<file path="config.mk">
export PLATFORM = sky130hd
export DESIGN_NAME = snqm_slot_table
export DESIGN_NICKNAME = d
export VERILOG_FILES = /design/src/rtl/snqm_pkg.sv /design/src/rtl/snqm_slot_table.sv
export SDC_FILE = /design/constraint.sdc
export NUM_CORES = 1
export LEC_CHECK = 0
export ABC_CLOCK_PERIOD_IN_PS = 8700
export BUFFER_PORTS_ARGS = -buffer_cell sky130_fd_sc_hd__buf_2
export CAP_MARGIN = 30
export CELL_PAD_IN_SITES_DETAIL_PLACEMENT = 1
export CELL_PAD_IN_SITES_GLOBAL_PLACEMENT = 2
export CORE_ASPECT_RATIO = 1.4
export CORE_MARGIN = 2
export CORE_UTILIZATION = 47
export CTS_CLUSTER_SIZE = 16
export DETAILED_ROUTE_END_ITERATION = 10
export HOLD_SLACK_MARGIN = 0.06
export MAX_ROUTING_LAYER = met4
export PLACE_DENSITY_LB_ADDON = 0.1
export SKIP_LAST_GASP = 1
export SYNTH_ARGS = -nofsm -noshare
export SYNTH_HDL_FRONTEND = slang
export SYNTH_SLANG_ARGS = --single-unit
</file>
<file path="constraint.sdc">
create_clock -name clk -period 8.7 [get_ports clk]
set_clock_uncertainty 0.2 [all_clocks]
set_input_delay 1.74 -clock clk [delete_from_list [all_inputs] [get_ports clk]]
set_output_delay 1.74 -clock clk [all_outputs]
set_load 0.01 [all_outputs]
</file>
<file path="src/rtl/snqm_pkg.sv">
// Shared types, codes and default sizes for the named stack/queue manager.
// Depends on nothing; every other file of the block imports it.

package snqm_pkg;

    // Default sizes of the list table, of each list and of a stored word.
    localparam int DEF_NUM_LISTS  = 16;
    localparam int DEF_LIST_DEPTH = 16;
    localparam int DEF_VALUE_BITS = 64;

    // Fixed field widths of the channels.
    localparam int KEY_BITS  = 16;
    localparam int WORD_BITS = 64;

    // Command codes.
    typedef enum logic [1:0] {
        FUNC_CREATE_STACK = 2'd0,
        FUNC_CREATE_QUEUE = 2'd1,
        FUNC_PUSH         = 2'd2,
        FUNC_POP          = 2'd3
    } func_t;

    // Status codes returned with every result word.
    typedef enum logic [2:0] {
        ST_OK      = 3'd0,
        ST_EXISTS  = 3'd1,
        ST_MISSING = 3'd2,
        ST_EMPTY   = 3'd3,
        ST_FULL    = 3'd4
    } status_t;

    // Outcome of one command as decided by the slot table.
    typedef struct packed {
        status_t status;
        logic    wr_en;
        logic    rd_en;
    } access_t;

    // Number of bits that index n entries, at least one.
    function automatic int index_bits(input int n);
        int bits;
        bits = (n > 1) ? $clog2(n) : 1;
        return bits;
    endfunction

endpackage

</file>
<file path="src/rtl/snqm_slot_table.sv">
// Slot table of the named stack/queue manager: key match, free slot search,
// ring pointers and the entry address of each command. Depends on snqm_pkg.

module snqm_slot_table
    import snqm_pkg::*;
#(
    parameter int NUM_LISTS  = DEF_NUM_LISTS,
    parameter int LIST_DEPTH = DEF_LIST_DEPTH
)
(
    input  logic                                      clk,
    input  logic                                      rst_n,
    input  logic                                      step,
    input  func_t                                     func,
    input  logic [KEY_BITS-1:0]                       key,
    output access_t                                   acc,
    output logic [index_bits(NUM_LISTS*LIST_DEPTH)-1:0] addr
);

    localparam int SLOT_W = index_bits(NUM_LISTS);
    localparam int POS_W  = index_bits(LIST_DEPTH);
    localparam int CNT_W  = $clog2(LIST_DEPTH + 1);
    localparam int SUM_W  = CNT_W + 1;
    localparam int ADDR_W = index_bits(NUM_LISTS * LIST_DEPTH);

    logic                slot_used_reg  [NUM_LISTS];
    logic [KEY_BITS-1:0] slot_key_reg   [NUM_LISTS];
    logic                slot_queue_reg [NUM_LISTS];
    logic [POS_W-1:0]    slot_front_reg [NUM_LISTS];
    logic [CNT_W-1:0]    slot_count_reg [NUM_LISTS];

    logic [NUM_LISTS-1:0] hit_vec;
    logic                 hit;
    logic [SLOT_W-1:0]    hit_idx;
    logic                 free_any;
    logic [SLOT_W-1:0]    free_idx;
    logic [POS_W-1:0]     sel_front;
    logic [CNT_W-1:0]     sel_count;
    logic                 sel_queue;
    logic [SUM_W-1:0]     tail_sum;
    logic [POS_W-1:0]     tail_pos;
    logic [POS_W-1:0]     prev_pos;
    logic [POS_W-1:0]     next_pos;
    logic [POS_W-1:0]     push_pos;
    logic [POS_W-1:0]     acc_pos;
    logic                 do_create;
    logic                 do_push;
    logic                 do_pop;

    // Compare the key against every used slot at once; keys are unique.
    always_comb
    begin
        hit_idx = '0;
        for (int i = 0; i < NUM_LISTS; i++)
        begin
            hit_vec[i] = slot_used_reg[i] && (slot_key_reg[i] == key);
            if (hit_vec[i])
            begin
                hit_idx = hit_idx | SLOT_W'(i);
            end
        end
        hit = |hit_vec;
    end

    // Lowest free slot for a new list.
    always_comb
    begin
        free_any = 1'b0;
        free_idx = '0;
        for (int i = NUM_LISTS - 1; i >= 0; i--)
        begin
            if (!slot_used_reg[i])
            begin
                free_any = 1'b1;
                free_idx = SLOT_W'(i);
            end
        end
    end

    assign sel_front = slot_front_reg[hit_idx];
    assign sel_count = slot_count_reg[hit_idx];
    assign sel_queue = slot_queue_reg[hit_idx];

    // Ring positions: queue tail, stack front after a push, front after a pop.
    always_comb
    begin
        tail_sum = SUM_W'(sel_front) + SUM_W'(sel_count);
        if (tail_sum >= SUM_W'(LIST_DEPTH))
        begin
            tail_sum = tail_sum - SUM_W'(LIST_DEPTH);
        end
        tail_pos = POS_W'(tail_sum);
        prev_pos = (sel_front == '0) ? POS_W'(LIST_DEPTH - 1) : sel_front - POS_W'(1);
        next_pos = (sel_front == POS_W'(LIST_DEPTH - 1)) ? '0 : sel_front + POS_W'(1);
        push_pos = sel_queue ? tail_pos : prev_pos;
    end

    // Decode the command into a status and the entry access it needs.
    always_comb
    begin
        acc.status = ST_OK;
        do_create  = 1'b0;
        do_push    = 1'b0;
        do_pop     = 1'b0;
        acc_pos    = sel_front;
        unique case (func)
            FUNC_CREATE_STACK, FUNC_CREATE_QUEUE:
            begin
                if (hit)
                begin
                    acc.status = ST_EXISTS;
                end
                else if (!free_any)
                begin
                    acc.status = ST_FULL;
                end
                else
                begin
                    do_create = 1'b1;
                end
            end
            FUNC_PUSH:
            begin
                acc_pos = push_pos;
                if (!hit)
                begin
                    acc.status = ST_MISSING;
                end
                else if (sel_count == CNT_W'(LIST_DEPTH))
                begin
                    acc.status = ST_FULL;
                end
                else
                begin
                    do_push = 1'b1;
                end
            end
            FUNC_POP:
            begin
                if (!hit)
                begin
                    acc.status = ST_MISSING;
                end
                else if (sel_count == '0)
                begin
                    acc.status = ST_EMPTY;
                end
                else
                begin
                    do_pop = 1'b1;
                end
            end
        endcase
        acc.wr_en = step && do_push;
        acc.rd_en = step && do_pop;
    end

    // Each list owns a block of LIST_DEPTH entries in the entry store.
    assign addr = ADDR_W'(hit_idx) * ADDR_W'(LIST_DEPTH) + ADDR_W'(acc_pos);

    // Slot occupancy flags are cleared by reset.
    always_ff @(posedge clk or negedge rst_n)
    begin
        if (!rst_n)
        begin
            for (int i = 0; i < NUM_LISTS; i++)
            begin
                slot_used_reg[i] <= 1'b0;
            end
        end
        else if (step && do_create)
        begin
            slot_used_reg[free_idx] <= 1'b1;
        end
    end

    // Slot contents are meaningful only while the slot is in use.
    always_ff @(posedge clk)
    begin
        if (step)
        begin
            if (do_create)
            begin
                slot_key_reg[free_idx]   <= key;
                slot_queue_reg[free_idx] <= (func == FUNC_CREATE_QUEUE);
                slot_front_reg[free_idx] <= '0;
                slot_count_reg[free_idx] <= '0;
            end
            else if (do_push)
            begin
                slot_count_reg[hit_idx] <= sel_count + CNT_W'(1);
                if (!sel_queue)
                begin
                    slot_front_reg[hit_idx] <= prev_pos;
                end
            end
            else if (do_pop)
            begin
                slot_count_reg[hit_idx] <= sel_count - CNT_W'(1);
                slot_front_reg[hit_idx] <= next_pos;
            end
        end
    end

endmodule

</file>
==> flow_summary.ini, run 1 <==
[floorplanning]
initial_core_util = 0.475
row_count = 90
fp.dieArea_um2 = 45200
standard_cell_core_area_um2 = 43000
floorplan.die.width_um = 180
die-height_um = 251
num_io_pins = 34

[sta]
layout_worst_path_cycle_share = 0.968
rsz0062_at_grt = no
timing.setup.tns_ps = 0
report.final.hold_viol_count = 0
worst_pin_slew_ps = 1040
finalHoldWorstSlack_ps = 397
fin_crit_ps = 8430
finalSetupViolCount = 0
fmax_ghz = 0.119
worst_slew_margin_rel = 0.300
final_max_slew_viol_count = 0

[cells_and_area]
utilization = 0.535
mostFrequentLayoutCell = edfxtp_1
largest_reg_flops = 256
num-nets-final = 1563
layout_common_cells = edfxtp_1, xnor2_1, xor2_1
number_of_inserted_diodes = 0
drive_gt1_frac = 0.176
flow.area_growth_from_synthesis_pct = 12.6

[yosys]
synthCells = 1405
area_of_the_mapped_netlist_um2 = 20400
synth_seq_area_share = 0.631
postSynthRegisterBits = 432
synth_nets = 1436
syn-mean-instance-area_um2 = 14.5
synth_enable_flop_cells = 416
synth-async-reset-ratio = 0.0370
synth-warning-count = 0
synth-main-ff-cell = edfxtp_1
synth.distinct_cells = 74

[grt]
grt_usage = 0.248
grt_start_max_net_pins = 45
globalRoute.totalOverflow = 0
via_count_of_the_first_global_routing_pass = 12900
antenna_found_initial = 0
first_pass_grt_wire_length_um = 81200

[route]
drt-wirelength-per-cell_um = 25.6
wl_um = 54100
route.vias.total = 12200
vias_per_cell = 5.75
antenna_violating_nets_post_route = 0
first_iter_violations = 709
count_of_unresolved_drc_violations_after_routing = 0
detail_route.first_pass.iterations = 5

[setup_path]
ff2ff_setup_slack_ps = 2710
critical_path_required_ps = 6760
cpMaxStageDelayCell = or4_1
timing_worst_setup_path_type = input pin to primary output
critical_path.max_stage_delay_ps = 530
r2r_start = slot_key_reg[2][1]
worstPathMaxFanout = 44
reg2reg_depth = 23
worst_r2r_endpoint = slot_count_reg[10][4]
worstSetupStartpointType = input pin
cp-end-kind = primary output
path_cells = buf_2 -> xor2_1 -> or4_1 -> or4_1 -> o22ai_2 -> or4_4 -> buf_12 -> mux2_2 -> nor2_1 -> a211oi_1 -> a211o_2 -> ha_1 -> a21o_1 -> a21oi_1 -> xnor2_1 -> and3_1 -> o21a_1 -> a311o_1 -> buf_2
crit_arrival_ps = 6490

[hold_path]
whs_path_depth = 2
hp-start = slot_used_reg[10]
hold_class = flip-flop to flip-flop
hold-path-endpoint = slot_used_reg[10]

[flow_run]
maxCapViolCount = 0

[clocking]
cts_buffers = 43
total_of_hold_buffers_inserted_after_clock_tree_synthesis = 0
number_of_buffers_between_clock_root_and_the_deepest_sink = 3
ctsRootBufferMaster = clkbuf_16
cts.htree.levels = 2
tritoncts = done
clock_latency_ps = 560
worst_setup_hold_path_clk_slew_ps = 60
clock_net_sink_count = 432

[pwr]
leakagePower_uw = 0.00768
power_density_nw_per_um2 = 219
vdd_ir_drop_max_v = 0.000186
totalPowerFinal_uw = 5030

[placed_design]
detailedPlacementHpwl_um = 38400
port_buffers = 33
routabilityCongestion = 0.843

[outcome]
status = finished, final reports clean
-- synth_stat cells (19+ instances only) --
master / n / area share
inv_1: 25 / 0.0046
nand4_1: 55 / 0.017
nand3_1: 37 / 0.0091
buf_6: 19 / 0.010
nor2_1: 49 / 0.0090
nor4_1: 32 / 0.0098
xor2_1: 103 / 0.044
mux2_2: 25 / 0.014
xnor2_1: 155 / 0.066
edfxtp_1: 416 / 0.61
mux2i_1: 102 / 0.050
nor3_1: 23 / 0.0056
nand2_1: 68 / 0.012
-- worst max path at each step --
stage | endpoint | start | slack [ps] | cells past startpoint
after floorplan | addr[3] | key[6] | 540 | 23
after global placement | addr[3] | key[5] | 150 | 20
after detailed placement | addr[3] | key[5] | 150 | 20
after CTS | addr[3] | key[5] | 140 | 20
after global routing | addr[3] | key[15] | 20 | 19
final | addr[3] | key[15] | 270 | 19
-- power by group --
part           internal, µW  total, µW  leakage, µW  switching (µW)
Clock                  1050       1830     0.000659             776
Combinational           231        674      0.00287             443
Sequential             2440       2530      0.00414            89.4
Total                  3730       5030      0.00768            1310
-- metrics by stage --
stage	cells	worst slack, ps	area (µm²)
after floorplan	1405	541	20400
after global placement	2034	145	21600
final	2115	275	23000
after CTS	2113	136	23000
after global routing	2115	22.1	23000
after detailed placement	2037	151	21600
-- cell families after synthesis --
kind of cell,after synthesis,synth area share
adder cells (fa/ha/maj),10,0.00686
buffers and inverters,82,0.0343
XOR/XNOR,261,0.113
flip-flops,432,0.631
AO/OA/AOI/OAI,104,0.0401
multiplexers,136,0.0692
AND/OR/NAND/NOR,380,0.106
-- layout make-up --
cell class,instances,area [µm²]
clock buffers,51,1110
clock inverters,25,245
fillers,4170,20000
inverters,26,97.6
multi-input cells,891,6880
flip-flops and latches,432,12900
well taps,552,691
repair buffers,138,1100
-- per-layer routing --
layer	track usage	wire [µm]	share of wire	vias to the layer above
li1	-	-	-	5564
met1	0.292	22000	0.41	6211
met3	0.0285	1840	0.034	119
met4	0.0972	2230	0.041	0
met2	0.435	28100	0.52	259
met5	-	0	0	-
-- what timing repair did --
| action | in CTS | in global routing |
|---|---|---|
| setup buffers | 0 | 0 |
| gates resized for setup | 0 | 2 |
| endpoints found under the setup margin | 0 | 1 |
| endpoints found under the hold margin | 0 | 0 |
-- worst max-delay path: cells and delay by family --
kind            cells  cell delay (ps)
compound gates      7             1560
xor+xnor            2              220
fa+ha+maj           1              260
buf+inv             3              740
mux                 1              380
simple gates        5             1520
Power figures use the tool's default switching activity.
==> inputs of run 2 (changes only) <==
Settings changed: RECOVER_POWER from default to 100.
==> flow_summary.ini, run 2 (synthesized netlist as in run 1, its figures left out) <==
[sta]
layout_worst_path_cycle_share = 0.975
fin_crit_ps = 8490
finalHoldWorstSlack_ps = 390
fmax_ghz = 0.118
finalSetupViolCount = 0
worst_pin_slew_ps = 2240
worst_slew_margin_rel = -0.532
rsz0062_at_grt = no
timing.setup.tns_ps = 0
report.final.hold_viol_count = 0
final_max_slew_viol_count = 9

[route]
detail_route.first_pass.iterations = 4
wl_um = 54100
vias_per_cell = 5.73
route.vias.total = 12100
antenna_violating_nets_post_route = 0
drt-wirelength-per-cell_um = 25.6
first_iter_violations = 723
count_of_unresolved_drc_violations_after_routing = 0

[placed_design]
port_buffers = 33
routabilityCongestion = 0.843
postPlaceCellArea_um2 = 21600
detailedPlacementHpwl_um = 38400

[cells_and_area]
fill_cells = 4225
flow.area_growth_from_synthesis_pct = 11.1
mostFrequentLayoutCell = edfxtp_1
drive_gt1_frac = 0.122
utilization = 0.528
layout_common_cells = edfxtp_1, xnor2_1, mux2i_1
final_design_area_no_fill_um2 = 22700
largest_reg_flops = 256
num-nets-final = 1563
number_of_inserted_diodes = 0

[clocking]
cts.htree.levels = 2
cts_buffers = 43
post_cts_buffers = 0
number_of_buffers_between_clock_root_and_the_deepest_sink = 3
clock_latency_ps = 560
worst_setup_hold_path_clk_slew_ps = 60
clock_net_sink_count = 432
tritoncts = done
ctsRootBufferMaster = clkbuf_16

[floorplanning]
row_count = 90
floorplan.die.width_um = 180
fp.dieArea_um2 = 45200
initial_core_util = 0.475
standard_cell_core_area_um2 = 43000
num_io_pins = 34
die-height_um = 251

[outcome]
violated_checks = max-capacitance violations, max-slew violations
status = complete, but fails checks

[setup_path]
crit_arrival_ps = 6550
number_of_buffer_and_inverter_instances_along_the_worst_setup_path = 5
path_cells = buf_2 -> clkbuf_1 -> xnor2_1 -> nand4_1 -> or4_1 -> nor4_1 -> nor4_1 -> nand3_2 -> buf_12 -> mux2i_1 -> mux2_2 -> mux2i_1 -> inv_1 -> ha_1 -> a21o_1 -> a21oi_1 -> xnor2_1 -> and3_1 -> o21a_1 -> a311o_1 -> clkbuf_2
critical_path_required_ps = 6760
timing_worst_setup_path_type = input pin to primary output
worstPathMaxFanout = 34
cp-end-kind = primary output
top_delay_family_on_crit_path = simple AND/OR/NAND/NOR gates
cpMaxStageDelayCell = nor4_1
worstSetupStartpointType = input pin
critical_path.max_stage_delay_ps = 520

[hold_path]
hold_class = flip-flop to flip-flop

[pwr]
power_density_nw_per_um2 = 221
cell_internal_pwr_uw = 3710
share_clk_of_total_power = 0.365
vdd_ir_drop_max_v = 0.000186
combPwrFrac = 0.131
leakagePower_uw = 0.00741
power_switching_uw = 1300
pwr-share-seq = 0.505
totalPowerFinal_uw = 5010
switching_share = 0.259

[flow_run]
maxCapViolCount = 1

[grt]
first_pass_grt_wire_length_um = 81200
antenna_found_initial = 0
via_count_of_the_first_global_routing_pass = 12900
grt_usage = 0.248
grt_start_max_net_pins = 45
globalRoute.totalOverflow = 0
==> run 2: per-layer routing <==
metal  vias to the layer above  wire [µm]  GRT usage
met5                         -          0          -
met4                         0       2200     0.0972
met3                       118       1750     0.0285
met2                       251      28100      0.435
met1                      6200      22000      0.292
li1                       5559          -          -
==> run 2: path summary, 6_finish.rpt <==
path,startpoint,to,depth (start not counted),slack [ps]
min,slot_used_reg[10],slot_used_reg[10],2,390
min in group asynchronous,rst_n,slot_used_reg[6],1,1150
max reg2reg,slot_key_reg[2][1],slot_front_reg[7][1],15,1810
max,key[1],addr[3],21,210
max in group asynchronous,rst_n,slot_used_reg[3],1,6510
min reg2reg,slot_used_reg[10],slot_used_reg[10],2,390
==> run 2: what timing repair did <==
item	CTS	global route
hold buffers	0	0
endpoints found under the setup margin	0	1
gates resized for setup	0	2
==> run 2: through the flow <==
stage,setup WS (ps),std cells
2_1_floorplan,541,1405
3_3_place_gp,145,2034
5_1_grt,21.8,2115
3_5_place_dp,151,2037
4_1_cts,136,2113
6_report,215,2115
==> run 2: area by class of cell <==
class | instances | area [µm²] | area share
multi-input combinational | 891 | 6770 | 0.298
clock inverter | 25 | 245 | 0.0108
tap | 552 | 691 | 0.0304
inverter | 26 | 97.6 | 0.00430
timing repair buffer | 138 | 896 | 0.0395
clock buffer | 51 | 1110 | 0.0487
sequential | 432 | 12900 | 0.568
==> run 2: worst min-delay path: cells and delay by family, from the launching register on <==
kind / cells / cell delay (ps)
flops: 1 / 400
buf+inv: 1 / 90
simple gates: 1 / 60
==> run 2: power by group through the flow <==
stage	logic [µW]	clock network [µW]	registers, µW
after floorplan	445	0	2530
after CTS	682	1870	2530
after global placement	664	0	2570
after detailed placement	678	0	2570
final	654	1830	2530
after global routing	715	1940	2540
==> inputs of run 3 (changes only) <==
Settings changed: GPL_ROUTABILITY_DRIVEN from default to 0, HOLD_SLACK_MARGIN 0.06 to 0.12, PLACE_DENSITY from default to 0.89, PLACE_DENSITY_LB_ADDON 0.1 to default.
==> flow_summary.ini, run 3 (synthesized netlist as in run 1, its figures left out) <==
[floorplanning]
num_io_pins = 34
initial_core_util = 0.475
fp.dieArea_um2 = 45200
standard_cell_core_area_um2 = 43000
floorplan.die.width_um = 180
die-height_um = 251
row_count = 90

[setup_path]
critical_path_required_ps = 6760
worstSetupStartpointType = input pin
worstPathMaxFanout = 22
worst_setup_path_startpoint = key[0]
crit_arrival_ps = 6610
cp-end-kind = primary output
timing_worst_setup_path_type = input pin to primary output
r2r_start = slot_key_reg[10][6]

[pwr]
leakagePower_uw = 0.00746
power_density_nw_per_um2 = 222
vdd_ir_drop_max_v = 0.000196

[clocking]
clock_net_sink_count = 432
ctsRootBufferMaster = clkbuf_16
cts_buffers = 41
worst_setup_hold_path_clk_slew_ps = 60
tritoncts = done
clock_latency_ps = 560
post_cts_buffers = 0
cts.htree.levels = 2
number_of_buffers_between_clock_root_and_the_deepest_sink = 3

[placed_design]
pre_cts_slack_ps = -60.6
detailedPlacementHpwl_um = 38300
port_buffers = 33
postPlaceCellArea_um2 = 21700

[cells_and_area]
sequential_cell_area_um2 = 12900
fill_cells = 4219
largest_reg_flops = 256
multi_input_comb_area_um2 = 6760
num-nets-final = 1557
mostFrequentLayoutCell = edfxtp_1
flow.area_growth_from_synthesis_pct = 11.6
layout_common_cells = edfxtp_1, xnor2_1, xor2_1, mux2i_1, nand2_1
final_design_area_no_fill_um2 = 22800
drive_gt1_frac = 0.128

[sta]
fin_crit_ps = 8550
final_max_slew_viol_count = 9
fmax_ghz = 0.117
final_critical_path_setup_slack_ps = 155
report.final.hold_viol_count = 0
worst_slew_margin_rel = -0.539
timing.setup.tns_ps = 0
worst_pin_slew_ps = 2250
finalSetupViolCount = 0
layout_worst_path_cycle_share = 0.982
rsz0062_at_grt = no

[route]
vias_per_cell = 5.88
route.vias.total = 12400
met1Wirelength_um = 21000
count_of_unresolved_drc_violations_after_routing = 0
wl_um = 54900
detail_route.first_pass.iterations = 5
met2_length_um = 29400
antenna_violating_nets_post_route = 0
first_iter_violations = 843
drt-wirelength-per-cell_um = 26.0
top_signal_layer_used = met4
routed-wl-met3_um = 2270

[grt]
via_count_of_the_first_global_routing_pass = 13400
grt_usage = 0.249
first_pass_grt_wire_length_um = 82600
antenna_found_initial = 1
globalRoute.totalOverflow = 0
grt_start_max_net_pins = 33

[flow_run]
maxCapViolCount = 1

[outcome]
status = complete, but fails checks
violated_checks = max-capacitance violations, max-slew violations

[hold_path]
hp-start = slot_used_reg[11]
hold_class = flip-flop to flip-flop
[run 3: cell count changes in the layout (fill, tap and decap cells not counted), moves of 2 or more]
| cell | delta |
|---|---|
| clkbuf_2 | -2 |
| clkbuf_1 | -8 |
| clkbuf_8 | +6 |
| clkinv_1 | -4 |
| clkinv_2 | -3 |
| buf_12 | +5 |
| buf_4 | +4 |
| buf_2 | -2 |
[run 3: stage by stage]
| stage | cells | util | hold WS (ps) | power [µW] |
|---|---|---|---|---|
| detailed placement | 2031 | 0.504 | 387 | 3240 |
| floorplan | 1405 | - | 294 | 2980 |
| global placement | 2026 | 0.503 | 380 | 3210 |
| CTS | 2106 | 0.536 | 406 | 5110 |
| global route | 2110 | 0.530 | 424 | 5220 |
| finish | 2111 | 0.530 | 411 | 5070 |
[run 3: worst max-delay path: stages]
cell	delay, ps
buf_2	140
buf_12	170
xor2_1	200
or4_1	600
or4_1	500
o22ai_1	430
a311oi_1	190
nand2_1	180
or2_2	320
o22ai_1	180
a211o_2	340
ha_1	310
a21o_1	160
a21oi_1	170
xnor2_1	100
and3_1	180
o21a_1	180
a311o_1	320
buf_2	150
[run 3: cell type report]
| cell class | instances | share of cell area |
|---|---|---|
| sequential | 432 | 0.565 |
| clock inverter | 17 | 0.00899 |
| inverter | 26 | 0.00428 |
| multi-input combinational | 891 | 0.296 |
| timing repair buffer | 134 | 0.0426 |
| tap | 552 | 0.0303 |
| antenna | 1 | 0.000110 |
| clock buffer | 58 | 0.0523 |
[run 3: report_power, final]
part	leakage, µW	internal, µW	switching (µW)
Clock	0.000677	1100	772
Sequential	0.00414	2440	89.5
Combinational	0.00264	214	443
[run 3: worst paths after layout]
path / endpoint / slack, ps / depth (start not counted)
max in group asynchronous: slot_used_reg[8] / 6550 / 1
setup reg to reg: slot_front_reg[10][3] / 1600 / 16
hold reg to reg: slot_used_reg[11] / 410 / 1
hold / removal: slot_used_reg[11] / 410 / 1
setup / recovery: addr[3] / 150 / 19
min in group asynchronous: slot_used_reg[4] / 1130 / 1
[run 3: routing by layer]
metal | vias up | global-route usage
li1 | 5539 | -
met1 | 6406 | 0.278
met2 | 344 | 0.455
met3 | 133 | 0.0287
met4 | 0 | 0.0931
met5 | - | -
[run 3: what timing repair did]
item,in CTS,in global routing
setup endpoints to repair,1,1
gates resized for setup,2,2
hold buffers,0,0
